File: src/hw/rtl/cce_pkg.sv
package cce_pkg;

	// widths of the request, result and configuration fields
	localparam int IdxW     = 10;
	localparam int BlkW     = 9;
	localparam int SymW     = 2;
	localparam int BundW    = 9;
	localparam int CceW     = 8;
	localparam int CfgIdxW  = 3;
	localparam int CfgDataW = 10;

	localparam int MaxRegsDefault = 810;

	// register indexes of the configuration port
	typedef enum logic [CfgIdxW-1:0] {
		CFG_MODE    = 3'd0,
		CFG_NREGS   = 3'd1,
		CFG_SYMBOLS = 3'd2,
		CFG_BUNDLE  = 3'd3,
		CFG_ROWS    = 3'd4,
		CFG_SHIFT   = 3'd5
	} cfg_reg_t;

	// supported bundle and interleaver sizes
	localparam logic [2:0] Size2 = 3'd2;
	localparam logic [2:0] Size3 = 3'd3;
	localparam logic [2:0] Size6 = 3'd6;

	// floor(x / 3) == (x * Recip3) >> 11 for every x below 2048
	localparam logic [9:0] Recip3 = 10'd683;

endpackage

File: src/hw/rtl/cce_if.sv
interface cce_in_if;
	logic                      valid;
	logic                      ready;
	logic [cce_pkg::IdxW-1:0]  reg_index;

	modport source (output valid, output reg_index, input ready);
	modport sink   (input valid, input reg_index, output ready);
endinterface

interface cce_out_if;
	logic                      valid;
	logic                      ready;
	logic [cce_pkg::BlkW-1:0]  block_index;
	logic [cce_pkg::SymW-1:0]  symbol_index;
	logic [cce_pkg::BundW-1:0] bundle_number;
	logic [cce_pkg::BundW-1:0] mapped_bundle;
	logic [cce_pkg::CceW-1:0]  cce_number;
	logic                      out_of_range;

	modport source (output valid, output block_index, output symbol_index,
		output bundle_number, output mapped_bundle, output cce_number,
		output out_of_range, input ready);
	modport sink   (input valid, input block_index, input symbol_index,
		input bundle_number, input mapped_bundle, input cce_number,
		input out_of_range, output ready);
endinterface

interface cce_cfg_if;
	logic                         valid;
	logic                         ready;
	logic [cce_pkg::CfgIdxW-1:0]  index;
	logic [cce_pkg::CfgDataW-1:0] data;

	modport source (output valid, output index, output data, input ready);
	modport sink   (input valid, input index, input data, output ready);
endinterface

File: src/hw/rtl/coreset_cce_reg_interleaver.sv
// coreset cce-to-reg mapper, one reg index in, one mapping result out
//
// channels: req carries a reg index, rsp returns block, symbol, bundle,
// mapped bundle, cce and an out-of-range flag; a request is taken at a
// clock edge with valid and ready both high, likewise a result
// cfg is a write-only register port, always ready; a write with an index
// past the register list is dropped; the user must make writes only while
// idle, which the block itself does not enforce
// throughput: one request per cycle, sustained while rsp is not stalled
// pipeline: seven register stages, set by the two reciprocal multiplies
// (divide by three) and the interleaver position add and wrap
// a side chain of registers derives the per-set constants (bundle count,
// column count, shift modulo bundle count) from the config registers; each
// stage of the request pipeline only reads chain values that are already
// settled by the time a request reaches it
//
// stall: a stage holds while the stage after it is full and held, empty
// stages fill in, so nothing is dropped or repeated; req.ready falls only
// when all stages are full and rsp is not taken
// reset: arst_n clears the pipeline valid bits and loads the config
// registers with their defaults (non-interleaved, 36 regs, 3 symbols)
module coreset_cce_reg_interleaver #(
	parameter int MAX_REGS = cce_pkg::MaxRegsDefault
) (
	input  logic        clk,
	input  logic        arst_n,
	cce_cfg_if.sink     cfg,
	cce_in_if.sink      req,
	cce_out_if.source   rsp
);

	localparam logic [10:0] MaxRegsW = 11'(MAX_REGS);

	// configuration registers
	logic       mode_q;
	logic [9:0] nregs_q;
	logic [1:0] symbols_q;
	logic [2:0] bundle_q;
	logic [2:0] rows_q;
	logic [8:0] shift_q;

	// derived per-set constants
	logic [9:0] n_q;       // reg count after clamp
	logic [8:0] n3_q;      // n / 3
	logic [2:0] l_q;       // legal bundle size
	logic [2:0] r_q;       // legal interleaver size
	logic [1:0] symb_q;    // symbol count, zero read as one
	logic [8:0] nb_q;      // bundles in the set, n / l
	logic [8:0] nb3_q;     // nb / 3
	logic [7:0] cols_q;    // interleaver columns, nb / r
	logic [8:0] rem_a_q;   // shift modulo nb, partial remainders
	logic [8:0] rem_b_q;
	logic [8:0] shmod_q;

	logic [9:0]  n_eff;
	logic [19:0] n_prod;
	logic [19:0] nb_prod;

	function automatic logic [2:0] legal_size(input logic [2:0] v);
		logic [2:0] s;
		case (v)
			cce_pkg::Size2, cce_pkg::Size3, cce_pkg::Size6: s = v;
			default: s = cce_pkg::Size6;
		endcase
		return s;
	endfunction

	// one restoring step of a remainder, rem stays below d
	function automatic logic [8:0] mod_step(input logic [8:0] rem, input logic b,
		input logic [8:0] d);
		logic [9:0] t;
		t = {rem, b};
		if (t >= {1'b0, d}) begin
			t = t - {1'b0, d};
		end
		return t[8:0];
	endfunction

	function automatic logic [8:0] mod_step3(input logic [8:0] rem, input logic [2:0] b,
		input logic [8:0] d);
		return mod_step(mod_step(mod_step(rem, b[2], d), b[1], d), b[0], d);
	endfunction

	// config write port
	assign cfg.ready = 1'b1;

	always_ff @(posedge clk or negedge arst_n) begin
		if (!arst_n) begin
			mode_q    <= 1'b0;
			nregs_q   <= 10'd36;
			symbols_q <= 2'd3;
			bundle_q  <= cce_pkg::Size6;
			rows_q    <= cce_pkg::Size6;
			shift_q   <= 9'd0;
		end else if (cfg.valid) begin
			case (cfg.index)
				cce_pkg::CFG_MODE:    mode_q    <= cfg.data[0];
				cce_pkg::CFG_NREGS:   nregs_q   <= cfg.data;
				cce_pkg::CFG_SYMBOLS: symbols_q <= cfg.data[1:0];
				cce_pkg::CFG_BUNDLE:  bundle_q  <= cfg.data[2:0];
				cce_pkg::CFG_ROWS:    rows_q    <= cfg.data[2:0];
				cce_pkg::CFG_SHIFT:   shift_q   <= cfg.data[8:0];
				default: ;
			endcase
		end
	end

	// constant chain: step 1 clamp and legalize, step 2 bundle count,
	// steps 3 to 5 column count and shift remainder, three bits a step
	assign n_eff   = ({1'b0, nregs_q} > MaxRegsW) ? MaxRegsW[9:0] : nregs_q;
	assign n_prod  = 20'(n_eff) * 20'(cce_pkg::Recip3);
	assign nb_prod = 20'(nb_q) * 20'(cce_pkg::Recip3);

	always_ff @(posedge clk) begin
		n_q    <= n_eff;
		n3_q   <= n_prod[19:11];
		l_q    <= legal_size(bundle_q);
		r_q    <= legal_size(rows_q);
		symb_q <= (symbols_q == 2'd0) ? 2'd1 : symbols_q;

		case (l_q)
			cce_pkg::Size2: nb_q <= n_q[9:1];
			cce_pkg::Size3: nb_q <= n3_q;
			default:        nb_q <= {1'b0, n3_q[8:1]};
		endcase

		nb3_q   <= nb_prod[19:11];
		rem_a_q <= mod_step3(9'd0, shift_q[8:6], nb_q);

		case (r_q)
			cce_pkg::Size2: cols_q <= nb_q[8:1];
			cce_pkg::Size3: cols_q <= nb3_q[7:0];
			default:        cols_q <= nb3_q[8:1];
		endcase
		rem_b_q <= mod_step3(rem_a_q, shift_q[5:3], nb_q);

		shmod_q <= mod_step3(rem_b_q, shift_q[2:0], nb_q);
	end

	// request pipeline, stage enables collapse bubbles
	logic v_s1, v_s2, v_s3, v_s4, v_s5, v_s6, v_s7;
	logic en1, en2, en3, en4, en5, en6, en7;

	assign en7 = !v_s7 || rsp.ready;
	assign en6 = !v_s6 || en7;
	assign en5 = !v_s5 || en6;
	assign en4 = !v_s4 || en5;
	assign en3 = !v_s3 || en4;
	assign en2 = !v_s2 || en3;
	assign en1 = !v_s1 || en2;

	assign req.ready = en1;

	always_ff @(posedge clk or negedge arst_n) begin
		if (!arst_n) begin
			v_s1 <= 1'b0;
			v_s2 <= 1'b0;
			v_s3 <= 1'b0;
			v_s4 <= 1'b0;
			v_s5 <= 1'b0;
			v_s6 <= 1'b0;
			v_s7 <= 1'b0;
		end else begin
			if (en1) v_s1 <= req.valid;
			if (en2) v_s2 <= v_s1;
			if (en3) v_s3 <= v_s2;
			if (en4) v_s4 <= v_s3;
			if (en5) v_s5 <= v_s4;
			if (en6) v_s6 <= v_s5;
			if (en7) v_s7 <= v_s6;
		end
	end

	// stage payloads
	logic [9:0] idx_s1;
	logic [9:0] idx_s2;
	logic [8:0] q3_s2;
	logic       oor_s2, oor_s3, oor_s4, oor_s5, oor_s6;
	logic [8:0] blk_s3, blk_s4, blk_s5, blk_s6;
	logic [1:0] sym_s3, sym_s4, sym_s5, sym_s6;
	logic [8:0] bnum_s3, bnum_s4, bnum_s5, bnum_s6;
	logic [7:0] bq3_s4;
	logic [7:0] cce_s4, cce_s5, cce_s6;
	logic [7:0] q_s5;
	logic [2:0] row_s5;
	logic [7:0] col_s6;
	logic [9:0] rc_s6;

	logic [8:0] blk_s7;
	logic [1:0] sym_s7;
	logic [8:0] bnum_s7;
	logic [8:0] mapped_s7;
	logic [7:0] cce_s7;
	logic       oor_s7;

	logic [19:0] idx_prod;
	logic [9:0]  blk_full;
	logic [9:0]  three_q3;
	logic [1:0]  sym_c;
	logic [8:0]  bnum_c;
	logic [18:0] bnum_prod;
	logic [7:0]  cce_c;
	logic [7:0]  q_c;
	logic [10:0] qr_c;
	logic [9:0]  a_c;
	logic [9:0]  t_c;
	logic [9:0]  m_c;
	logic [8:0]  mapped_c;

	// stage 2: divide index by three
	assign idx_prod = 20'(idx_s1) * 20'(cce_pkg::Recip3);

	// stage 3: block, symbol and bundle number
	assign three_q3 = 10'({q3_s2, 1'b0}) + 10'(q3_s2);

	always_comb begin
		case (symb_q)
			2'd1: begin
				blk_full = idx_s2;
				sym_c    = 2'd0;
			end
			2'd2: begin
				blk_full = {1'b0, idx_s2[9:1]};
				sym_c    = {1'b0, idx_s2[0]};
			end
			default: begin
				blk_full = {1'b0, q3_s2};
				sym_c    = 2'(idx_s2 - three_q3);
			end
		endcase

		if (mode_q) begin
			case (l_q)
				cce_pkg::Size2: bnum_c = idx_s2[9:1];
				cce_pkg::Size3: bnum_c = q3_s2;
				default:        bnum_c = {1'b0, q3_s2[8:1]};
			endcase
		end else begin
			bnum_c = {1'b0, q3_s2[8:1]};
		end
	end

	// stage 4: bundle number by three, owning cce
	assign bnum_prod = 19'(bnum_s3) * 19'(cce_pkg::Recip3);

	always_comb begin
		if (mode_q) begin
			case (l_q)
				cce_pkg::Size2: cce_c = bnum_prod[18:11];
				cce_pkg::Size3: cce_c = bnum_s3[8:1];
				default:        cce_c = bnum_s3[7:0];
			endcase
		end else begin
			cce_c = bnum_s3[7:0];
		end
	end

	// stage 5: interleaver row and column quotient
	always_comb begin
		case (r_q)
			cce_pkg::Size2: q_c = bnum_s4[8:1];
			cce_pkg::Size3: q_c = bq3_s4;
			default:        q_c = {1'b0, bq3_s4[7:1]};
		endcase
	end

	assign qr_c = 11'(q_c) * 11'(r_q);

	// stage 7: position, wrapped once since both terms are below nb
	assign a_c = rc_s6 + 10'(col_s6);
	assign t_c = a_c + 10'(shmod_q);
	assign m_c = (t_c >= 10'(nb_q)) ? (t_c - 10'(nb_q)) : t_c;

	always_comb begin
		if (!mode_q) begin
			mapped_c = bnum_s6;
		end else if (nb_q == 9'd0) begin
			mapped_c = 9'd0;
		end else begin
			mapped_c = m_c[8:0];
		end
	end

	always_ff @(posedge clk) begin
		if (en1) begin
			idx_s1 <= req.reg_index;
		end
		if (en2) begin
			idx_s2 <= idx_s1;
			q3_s2  <= idx_prod[19:11];
			oor_s2 <= (idx_s1 >= n_q);
		end
		if (en3) begin
			oor_s3  <= oor_s2;
			blk_s3  <= blk_full[8:0];
			sym_s3  <= sym_c;
			bnum_s3 <= bnum_c;
		end
		if (en4) begin
			oor_s4  <= oor_s3;
			blk_s4  <= blk_s3;
			sym_s4  <= sym_s3;
			bnum_s4 <= bnum_s3;
			bq3_s4  <= bnum_prod[18:11];
			cce_s4  <= cce_c;
		end
		if (en5) begin
			oor_s5  <= oor_s4;
			blk_s5  <= blk_s4;
			sym_s5  <= sym_s4;
			bnum_s5 <= bnum_s4;
			cce_s5  <= cce_s4;
			q_s5    <= q_c;
			row_s5  <= 3'(11'(bnum_s4) - qr_c);
		end
		if (en6) begin
			oor_s6  <= oor_s5;
			blk_s6  <= blk_s5;
			sym_s6  <= sym_s5;
			bnum_s6 <= bnum_s5;
			cce_s6  <= cce_s5;
			// column quotient never passes cols, so one subtract wraps it
			if (cols_q == 8'd0) begin
				col_s6 <= 8'd0;
			end else if (q_s5 >= cols_q) begin
				col_s6 <= q_s5 - cols_q;
			end else begin
				col_s6 <= q_s5;
			end
			rc_s6 <= 10'(row_s5) * 10'(cols_q);
		end
		if (en7) begin
			oor_s7 <= oor_s6;
			if (oor_s6) begin
				blk_s7    <= 9'd0;
				sym_s7    <= 2'd0;
				bnum_s7   <= 9'd0;
				mapped_s7 <= 9'd0;
				cce_s7    <= 8'd0;
			end else begin
				blk_s7    <= blk_s6;
				sym_s7    <= sym_s6;
				bnum_s7   <= bnum_s6;
				mapped_s7 <= mapped_c;
				cce_s7    <= cce_s6;
			end
		end
	end

	assign rsp.valid         = v_s7;
	assign rsp.block_index   = blk_s7;
	assign rsp.symbol_index  = sym_s7;
	assign rsp.bundle_number = bnum_s7;
	assign rsp.mapped_bundle = mapped_s7;
	assign rsp.cce_number    = cce_s7;
	assign rsp.out_of_range  = oor_s7;

	// an out-of-range result carries only the flag
	a_oor_zero: assert property (@(posedge clk) disable iff (!arst_n)
		rsp.valid && rsp.out_of_range |-> rsp.block_index == 9'd0 &&
		rsp.symbol_index == 2'd0 && rsp.bundle_number == 9'd0 &&
		rsp.mapped_bundle == 9'd0 && rsp.cce_number == 8'd0)
		else $error("out-of-range result with nonzero fields");

	// back pressure only comes from a full pipe behind a held result
	a_stall_src: assert property (@(posedge clk) disable iff (!arst_n)
		!req.ready |-> rsp.valid && !rsp.ready && v_s1 && v_s6)
		else $error("request side stalled with room in the pipeline");

	// a taken request occupies the first stage
	a_take: assert property (@(posedge clk) disable iff (!arst_n)
		req.valid && req.ready |=> v_s1)
		else $error("accepted request lost at the first stage");

	// symbol position never reaches three
	a_sym: assert property (@(posedge clk) disable iff (!arst_n)
		rsp.valid |-> rsp.symbol_index != 2'd3)
		else $error("symbol index out of range");

endmodule
File: src/flat_wrapper.sv
// flat-port wrapper written by rule: the top's interface ports become plain ports
module coreset_cce_reg_interleaver_flat 
#(
	parameter int MAX_REGS = cce_pkg::MaxRegsDefault
)
  (clk, arst_n, cfg_valid, cfg_index, cfg_data, cfg_ready, req_valid, req_reg_index, req_ready, rsp_valid, rsp_block_index, rsp_symbol_index, rsp_bundle_number, rsp_mapped_bundle, rsp_cce_number, rsp_out_of_range, rsp_ready);
  cce_cfg_if cfg_i ();
  cce_in_if req_i ();
  cce_out_if rsp_i ();
  input  logic clk;
  input  logic arst_n;
  input wire logic [$bits(cfg_i.valid)-1:0] cfg_valid;
  input wire logic [$bits(cfg_i.index)-1:0] cfg_index;
  input wire logic [$bits(cfg_i.data)-1:0] cfg_data;
  output wire logic [$bits(cfg_i.ready)-1:0] cfg_ready;
  input wire logic [$bits(req_i.valid)-1:0] req_valid;
  input wire logic [$bits(req_i.reg_index)-1:0] req_reg_index;
  output wire logic [$bits(req_i.ready)-1:0] req_ready;
  output wire logic [$bits(rsp_i.valid)-1:0] rsp_valid;
  output wire logic [$bits(rsp_i.block_index)-1:0] rsp_block_index;
  output wire logic [$bits(rsp_i.symbol_index)-1:0] rsp_symbol_index;
  output wire logic [$bits(rsp_i.bundle_number)-1:0] rsp_bundle_number;
  output wire logic [$bits(rsp_i.mapped_bundle)-1:0] rsp_mapped_bundle;
  output wire logic [$bits(rsp_i.cce_number)-1:0] rsp_cce_number;
  output wire logic [$bits(rsp_i.out_of_range)-1:0] rsp_out_of_range;
  input wire logic [$bits(rsp_i.ready)-1:0] rsp_ready;
  assign cfg_i.valid = cfg_valid;
  assign cfg_i.index = cfg_index;
  assign cfg_i.data = cfg_data;
  assign cfg_ready = cfg_i.ready;
  assign req_i.valid = req_valid;
  assign req_i.reg_index = req_reg_index;
  assign req_ready = req_i.ready;
  assign rsp_valid = rsp_i.valid;
  assign rsp_block_index = rsp_i.block_index;
  assign rsp_symbol_index = rsp_i.symbol_index;
  assign rsp_bundle_number = rsp_i.bundle_number;
  assign rsp_mapped_bundle = rsp_i.mapped_bundle;
  assign rsp_cce_number = rsp_i.cce_number;
  assign rsp_out_of_range = rsp_i.out_of_range;
  assign rsp_i.ready = rsp_ready;
  coreset_cce_reg_interleaver #(.MAX_REGS(MAX_REGS)) u_core (.clk(clk), .arst_n(arst_n), .cfg(cfg_i), .req(req_i), .rsp(rsp_i));
endmodule
File: config.mk
export PLATFORM = sky130hd
export DESIGN_NAME = coreset_cce_reg_interleaver_flat
export DESIGN_NICKNAME = d
export VERILOG_FILES = /design/src/hw/rtl/cce_pkg.sv /design/src/hw/rtl/cce_if.sv /design/src/hw/rtl/coreset_cce_reg_interleaver.sv /design/src/flat_wrapper.sv
export SDC_FILE = /design/constraint.sdc
export NUM_CORES = 1
export LEC_CHECK = 0
export BUFFER_PORTS_ARGS = -buffer_cell sky130_fd_sc_hd__buf_2
export CAP_MARGIN = 5
export CORE_ASPECT_RATIO = 1.5
export CORE_UTILIZATION = 57
export DETAILED_ROUTE_END_ITERATION = 8
export PLACE_DENSITY = 0.74
export RECOVER_POWER = 25
export SYNTH_ARGS = -nofsm -noshare
export SYNTH_HDL_FRONTEND = slang
export SYNTH_SLANG_ARGS = --single-unit
File: constraint.sdc
create_clock -name clk -period 7.7 [get_ports clk]
set_input_delay 1.54 -clock clk [delete_from_list [all_inputs] [get_ports clk]]
set_output_delay 1.54 -clock clk [all_outputs]
set_load 0.1 [all_outputs]
==> results.toml, run 1 <==
[route]
vias = 15100
drt_iter0_markers = 706
antenna_left = 0
wire_per_inst_um = 17.8
vias_per_cell = 5.63
drc = 7
firstDrtPassIters = 7
wirelength_um = 47800

[timing]
setup-violations-final = 0
setup_ws_ns = 0.491
worstMarginPinSlew_ns = 2.00
rsz0062_at_grt = "no"
slew_violations = 29
setup-tns-final_ns = 0
maxSlewHeadroom_pct = -33.6
finClkSkew_ns = 0.0140
hold_viol_final = 0
min_period_ns = 7.21
period_share_pct = 93.6
clock.fmax_ghz = 0.139

[clock_network]
htreeDepth = 2
cts_hold_repair.buffers = 0
root_buffer = "clkbuf_16"
cts_buffers = 34
cts.sinks = 327
cts_setup_buffers = 0
cts_tree = "done"
clock_latency_ns = 0.54
clk_pin_slew_worst_paths_ns = 0.07
clockBufferDepth = 3

[cells_and_area]
antenna_cells = 0
fin_util_pct = 63.6
drive_gt1_share_pct = 11.1
area_growth_pct = 9.16
final_area_sq_um = 25100
nets = 2640

[placement]
placed_cell_area_sq_um = 24000
pre_cts_ws_ns = 0.541
place_hpwl_um = 38000
gp_congestion = 0.891
port_buffers = 67

[die]
fp.coreArea_sq_um = 39500
die_h_um = 248
die_x_um = 166
initial_core_util_pct = 58.3
pin_count = 69
fp.dieArea_sq_um = 41200
placementRows = 89

[yosys]
synthCells = 2074
yosys.area_share.simple_pct = 8.74
ys_seq_area_share_pct = 38.5
synth_cell_types = 70
syn_area_per_cell_sq_um = 11.1
synthAdderAreaFrac_pct = 27.9
syn_area_sq_um = 23000
ys_warn_count = 0
synthXorXnorAreaFrac_pct = 4.64
synth-compound-area-share_pct = 8.63
synth-edff-count = 213
synth_flop_cell = "edfxtp_1"
ys_ff_latch = 327
synth-async-reset-ratio_pct = 10.7
synthMuxAreaShare_pct = 6.47
synth_top_family_by_area = "adder cells"

[critical_path]
crit_type = "reg2reg"
path_delay_family = "compound AO/OA/AOI/OAI gates"
end_kind = "flop"
crit_chain = "inv_1 > fa_1 > a211oi_2 > nor2_1 > o31ai_4 > a21oi_2 > or4_1 > mux2i_1 > fa_1 > a21o_1 > a21oi_1 > nor2_1 > o41ai_1 > o311a_1 > mux2_2 > ha_1 > a21o_1 > a21oi_1 > nor2_1 > nor2_1 > nand2_1 > o21a_1 > a2111o_1 > mux2_4"
critical_path_buf_inv_count = 1
start_kind = "flop"
required_ns = 8.12
arrival_ns = 7.63
cp_max_fo = 9
cpMostUsedCell = "nor2_1"
crit_slowest_cell = "or4_1"
slowest_delay_ns = 0.61

[global_route]
grt_first_pass_wirelength_um = 78000
grt_max_degree = 49
antenna_found_initial = 0
grt_pass1_vias = 16100
track_usage_pct = 24.0
overflow = 0

[run_status]
outcome = "complete, but fails checks"
violations = "design-rule violations, max-capacitance violations, max-slew violations"

[run]
cap_violations = 1

[hold_path]
hold_class = "reg2reg"
## Yosys cell counts (all sizes together), types with 3 or more instances
cell | count | share of area, %
xnor2 | 83 | 3.2
dfrtp | 27 | 2.9
dfstp | 8 | 0.91
o21bai | 13 | 0.42
mux2i | 60 | 2.6
edfxtp | 213 | 28
or3 | 4 | 0.11
mux2 | 76 | 3.9
nand2b | 17 | 0.46
o2bb2ai | 8 | 0.30
and2 | 15 | 0.41
a21boi | 6 | 0.20
xor2 | 39 | 1.5
nand2 | 125 | 2.0
nand3b | 3 | 0.098
dfxtp | 79 | 6.9
and3 | 4 | 0.11
o21ai | 102 | 2.2
nand4 | 23 | 0.62
clkbuf | 28 | 0.46
nor2b | 50 | 1.4
a21o | 39 | 1.3
o41ai | 7 | 0.27
nand3 | 19 | 0.41
o211ai | 6 | 0.22
o21a | 10 | 0.33
or2 | 11 | 0.30
nand4b | 3 | 0.11
a21oi | 71 | 1.6
fa | 111 | 9.6
ha | 335 | 18
nor3b | 6 | 0.20
a22oi | 10 | 0.33
buf | 6 | 0.18
nor3 | 37 | 0.80
a211oi | 14 | 0.48
inv | 278 | 4.5
a31oi | 5 | 0.14
nor2 | 97 | 1.6
## final cells by class
class                           instances  area [sq um]
Fill cell                            3033         14400
Clock buffer                           42           922
Timing Repair Buffer                   88           489
Clock inverter                         20           188
Sequential cell                       327          8860
Tap cell                              500           626
Inverter                              278          1040
Multi-Input combinational cell       1437         13000
## through the flow
step / hold WS [ns] / std cells
after global placement: 0.401 / 2630
after global routing: 0.417 / 2692
after floorplan: 0.400 / 2076
final: 0.408 / 2692
after CTS: 0.409 / 2692
after detailed placement: 0.405 / 2630
## placed cells by master, fill, tap and decap left out, types with 27 or more instances in the layout
cell and n:
a21oi_1 70, a21o_1 39, buf_2 67, o21ai_0 100, nor2_1 97, clkbuf_16 35
dfxtp_1 79, xor2_1 39, dfrtp_1 27, mux2i_1 60, fa_1 111, mux2_2 67
xnor2_1 83, inv_1 278, nor3_1 37, nand2_1 124, ha_1 335, nor2b_1 50
edfxtp_1 213
## sequential cells by signal, indices dropped and copies added (netlist names), 10 cells and up
| register | cells |
|---|---|
| u_core.idx_s1 | 10 |
| u_core.n_q | 10 |
| u_core.nregs_q | 10 |
| u_core.idx_s2 | 10 |
| u_core.rc_s6 | 10 |
## layer usage
| metal | global-route usage (%) | vias to the layer above | wire, um |
|---|---|---|---|
| li1 | - | 7401 | - |
| met1 | 26.2 | 7341 | 18700 |
| met2 | 46.3 | 283 | 25400 |
| met3 | 2.83 | 124 | 1640 |
| met4 | 11.4 | 0 | 2050 |
| met5 | 0 | - | 0 |
## worst paths after layout
check / slack [ns] / cells past startpoint / end / from
max in group asynchronous: 6.04 / 1 / u_core.v_s6$_DFFE_PN0P_ / arst_n
max: 0.49 / 24 / u_core.shmod_q[2]$_DFF_P_ / u_core.nb_q[1]$_DFF_P_
max reg2reg: 0.49 / 24 / u_core.shmod_q[2]$_DFF_P_ / u_core.nb_q[1]$_DFF_P_
min reg2reg: 0.41 / 0 / u_core.blk_s6[6]$_DFFE_PP_ / u_core.blk_s5[6]$_DFFE_PP_
min: 0.41 / 0 / u_core.blk_s6[6]$_DFFE_PP_ / u_core.blk_s5[6]$_DFFE_PP_
min in group asynchronous: 1.10 / 1 / u_core.shift_q[5]$_DFFE_PN0P_ / arst_n
## cell families (layout without fill, tap and decap cells)
kind of cell	Yosys count	in the layout
muxes	136	136
xor gates and xnor gates	122	122
AOI/OAI and AO/OA	312	312
DFF	327	327
buffers and inverters	312	428
and+or+nand+nor	418	418
other	1	3
adders and majority gates	446	446
## repair_timing
item                       in CTS  in global routing
resized for setup               0                  2
setup endpoints to repair       0                  8
hold endpoints to repair        0                  0
Power of run 1 is not shown: default switching activity piles up to over one toggle a cycle in this logic, so the estimate is an artifact.
==> inputs of run 2 (changes only) <==
--- a/config.mk
+++ b/config.mk
@@ -8,8 +8,10 @@
 export BUFFER_PORTS_ARGS = -buffer_cell sky130_fd_sc_hd__buf_2
 export CAP_MARGIN = 5
+export CELL_PAD_IN_SITES_DETAIL_PLACEMENT = 2
+export CELL_PAD_IN_SITES_GLOBAL_PLACEMENT = 2
 export CORE_ASPECT_RATIO = 1.5
-export CORE_UTILIZATION = 57
+export CORE_UTILIZATION = 44
 export DETAILED_ROUTE_END_ITERATION = 8
-export PLACE_DENSITY = 0.74
+export PLACE_DENSITY_LB_ADDON = 0.1
 export RECOVER_POWER = 25
 export SYNTH_ARGS = -nofsm -noshare
==> constraint.sdc (replaced) <==
create_clock -name clk -period 7.7 [get_ports clk]
set_input_delay 1.155 -clock clk [delete_from_list [all_inputs] [get_ports clk]]
set_output_delay 1.155 -clock clk [all_outputs]
set_load 0.1 [all_outputs]
==> results.toml, run 2 (synthesized netlist as in run 1, its figures left out) <==
[run_status]
outcome = "complete, but fails checks"
violations = "max-capacitance violations, max-slew violations"

[cells_and_area]
nFillCells = 5256
area_growth_pct = 11.1
final_common_cell = "ha_1"
final_area_sq_um = 25600
antenna_cells = 0
multiInputGateArea_sq_um = 13000
layout_common_cells = "ha_1, inv_1, edfxtp_1"
regArea_sq_um = 8870
drive_gt1_share_pct = 11.5
nets = 2647

[run]
cap_violations = 3

[hold_path]
min_from = "u_core.blk_s3[2]$_DFFE_PP_"
hold_class = "reg2reg"
hold_depth = 0

[critical_path]
crit_chain = "inv_1 > ha_1 > o21ai_0 > o21ai_0 > a311oi_2 > o21ai_1 > mux2_2 > ha_1 > a21o_1 > a21oi_1 > nor2_1 > o41a_1 > a311oi_4 > mux2_2 > ha_1 > a21o_1 > a21oi_1 > o21ai_0 > a21oi_1 > nor2b_1 > nor3_1 > o211ai_4 > mux2_2"
start_kind = "flop"
timing.rr.start = "u_core.nb_q[4]$_DFF_P_"
slowest_delay_ns = 0.48
end_kind = "flop"
cp_max_fo = 9
crit_path_start = "u_core.nb_q[4]$_DFF_P_"
r2r.worst_path.cells = 23
crit_type = "reg2reg"
arrival_ns = 7.68
crit_slowest_cell = "dfxtp_1"
required_ns = 8.14

[route]
vias_per_cell = 5.46
wire_per_inst_um = 23.3
wirelength_um = 67000
firstDrtPassIters = 4
antenna_left = 0
vias = 15700
drt_iter0_markers = 406
drc = 0

[die]
initial_core_util_pct = 44.6
fp.coreArea_sq_um = 51700
die_h_um = 282
pin_count = 69
placementRows = 102
die_x_um = 189
fp.dieArea_sq_um = 53300

[clock_network]
root_buffer = "clkbuf_16"
clockBufferDepth = 3
clk_pin_slew_worst_paths_ns = 0.07
clock_latency_ns = 0.56
cts_tree = "done"
cts.sinks = 327
cts_buffers = 36
htreeDepth = 2
cts_setup_buffers = 0

[timing]
worstMarginPinSlew_ns = 2.21
hold_viol_final = 0
finClkSkew_ns = 0.0259
min_period_ns = 7.24
maxSlewHeadroom_pct = -47.2
setup-violations-final = 0
clock.fmax_ghz = 0.138
slew_violations = 96
setup-tns-final_ns = 0
period_share_pct = 94.0
setup_ws_ns = 0.463

[placement]
place_hpwl_um = 53100
pre_cts_ws_ns = 0.296
port_buffers = 67
gp_congestion = 0.876
placed_cell_area_sq_um = 24300

[global_route]
grt_pass1_vias = 18700
track_usage_pct = 26.0
grt_max_degree = 48
overflow = 0
grt_first_pass_wirelength_um = 106000
antenna_found_initial = 0
==> run 2: critical path, delay by kind of cell, from the launching register on <==
family	cells	cell delay [ns]
compound gates	13	3.55
buf+inv	1	0.33
flops	1	0.48
mux	3	1.12
simple gates	3	0.49
fa+ha+maj	3	1.16
==> run 2: what timing repair did <==
item | 4_1_cts | 5_1_grt
setup endpoints to repair | 0 | 18
resized for setup | 0 | 7
hold buffers | 0 | 0
==> run 2: final timing paths <==
path / to / slack, ns
worst min register to register: u_core.blk_s4[2]$_DFFE_PP_ / 0.42
max in group asynchronous: u_core.v_s5$_DFFE_PN0P_ / 5.27
worst max register to register: u_core.rem_b_q[4]$_DFF_P_ / 0.46
worst max-delay path: u_core.rem_b_q[4]$_DFF_P_ / 0.46
min in group asynchronous: u_core.nregs_q[7]$_DFFE_PN0P_ / 1.21
worst min-delay path: u_core.blk_s4[2]$_DFFE_PP_ / 0.42
==> run 2: cell type report <==
cell class	count	share of cell area, %
Inverter	278	4.08
Clock buffer	45	3.90
Sequential cell	327	34.6
Clock inverter	20	1.16
Tap cell	676	3.30
Multi-Input combinational cell	1437	50.9
Timing Repair Buffer	93	2.04
==> run 2: layer usage <==
layer  GRT usage (%)  up-vias  wire, um
li1                -     7387         -
met1            26.6     8021     24700
met2            53.3      191     38700
met3            3.06      117      1450
met4            8.64        0      2150
met5               0        -         0
==> run 2: per-stage QoR <==
step           utilization, %  hold slack (ns)  instances
3_5_place_dp             47.0            0.411       2811
3_3_place_gp             47.0            0.400       2811
5_1_grt                  49.5            0.425       2876
4_1_cts                  49.5            0.413       2876
6_report                 49.5            0.424       2876
2_1_floorplan               -            0.400       2076
Power of run 2 is left out for the same reason.
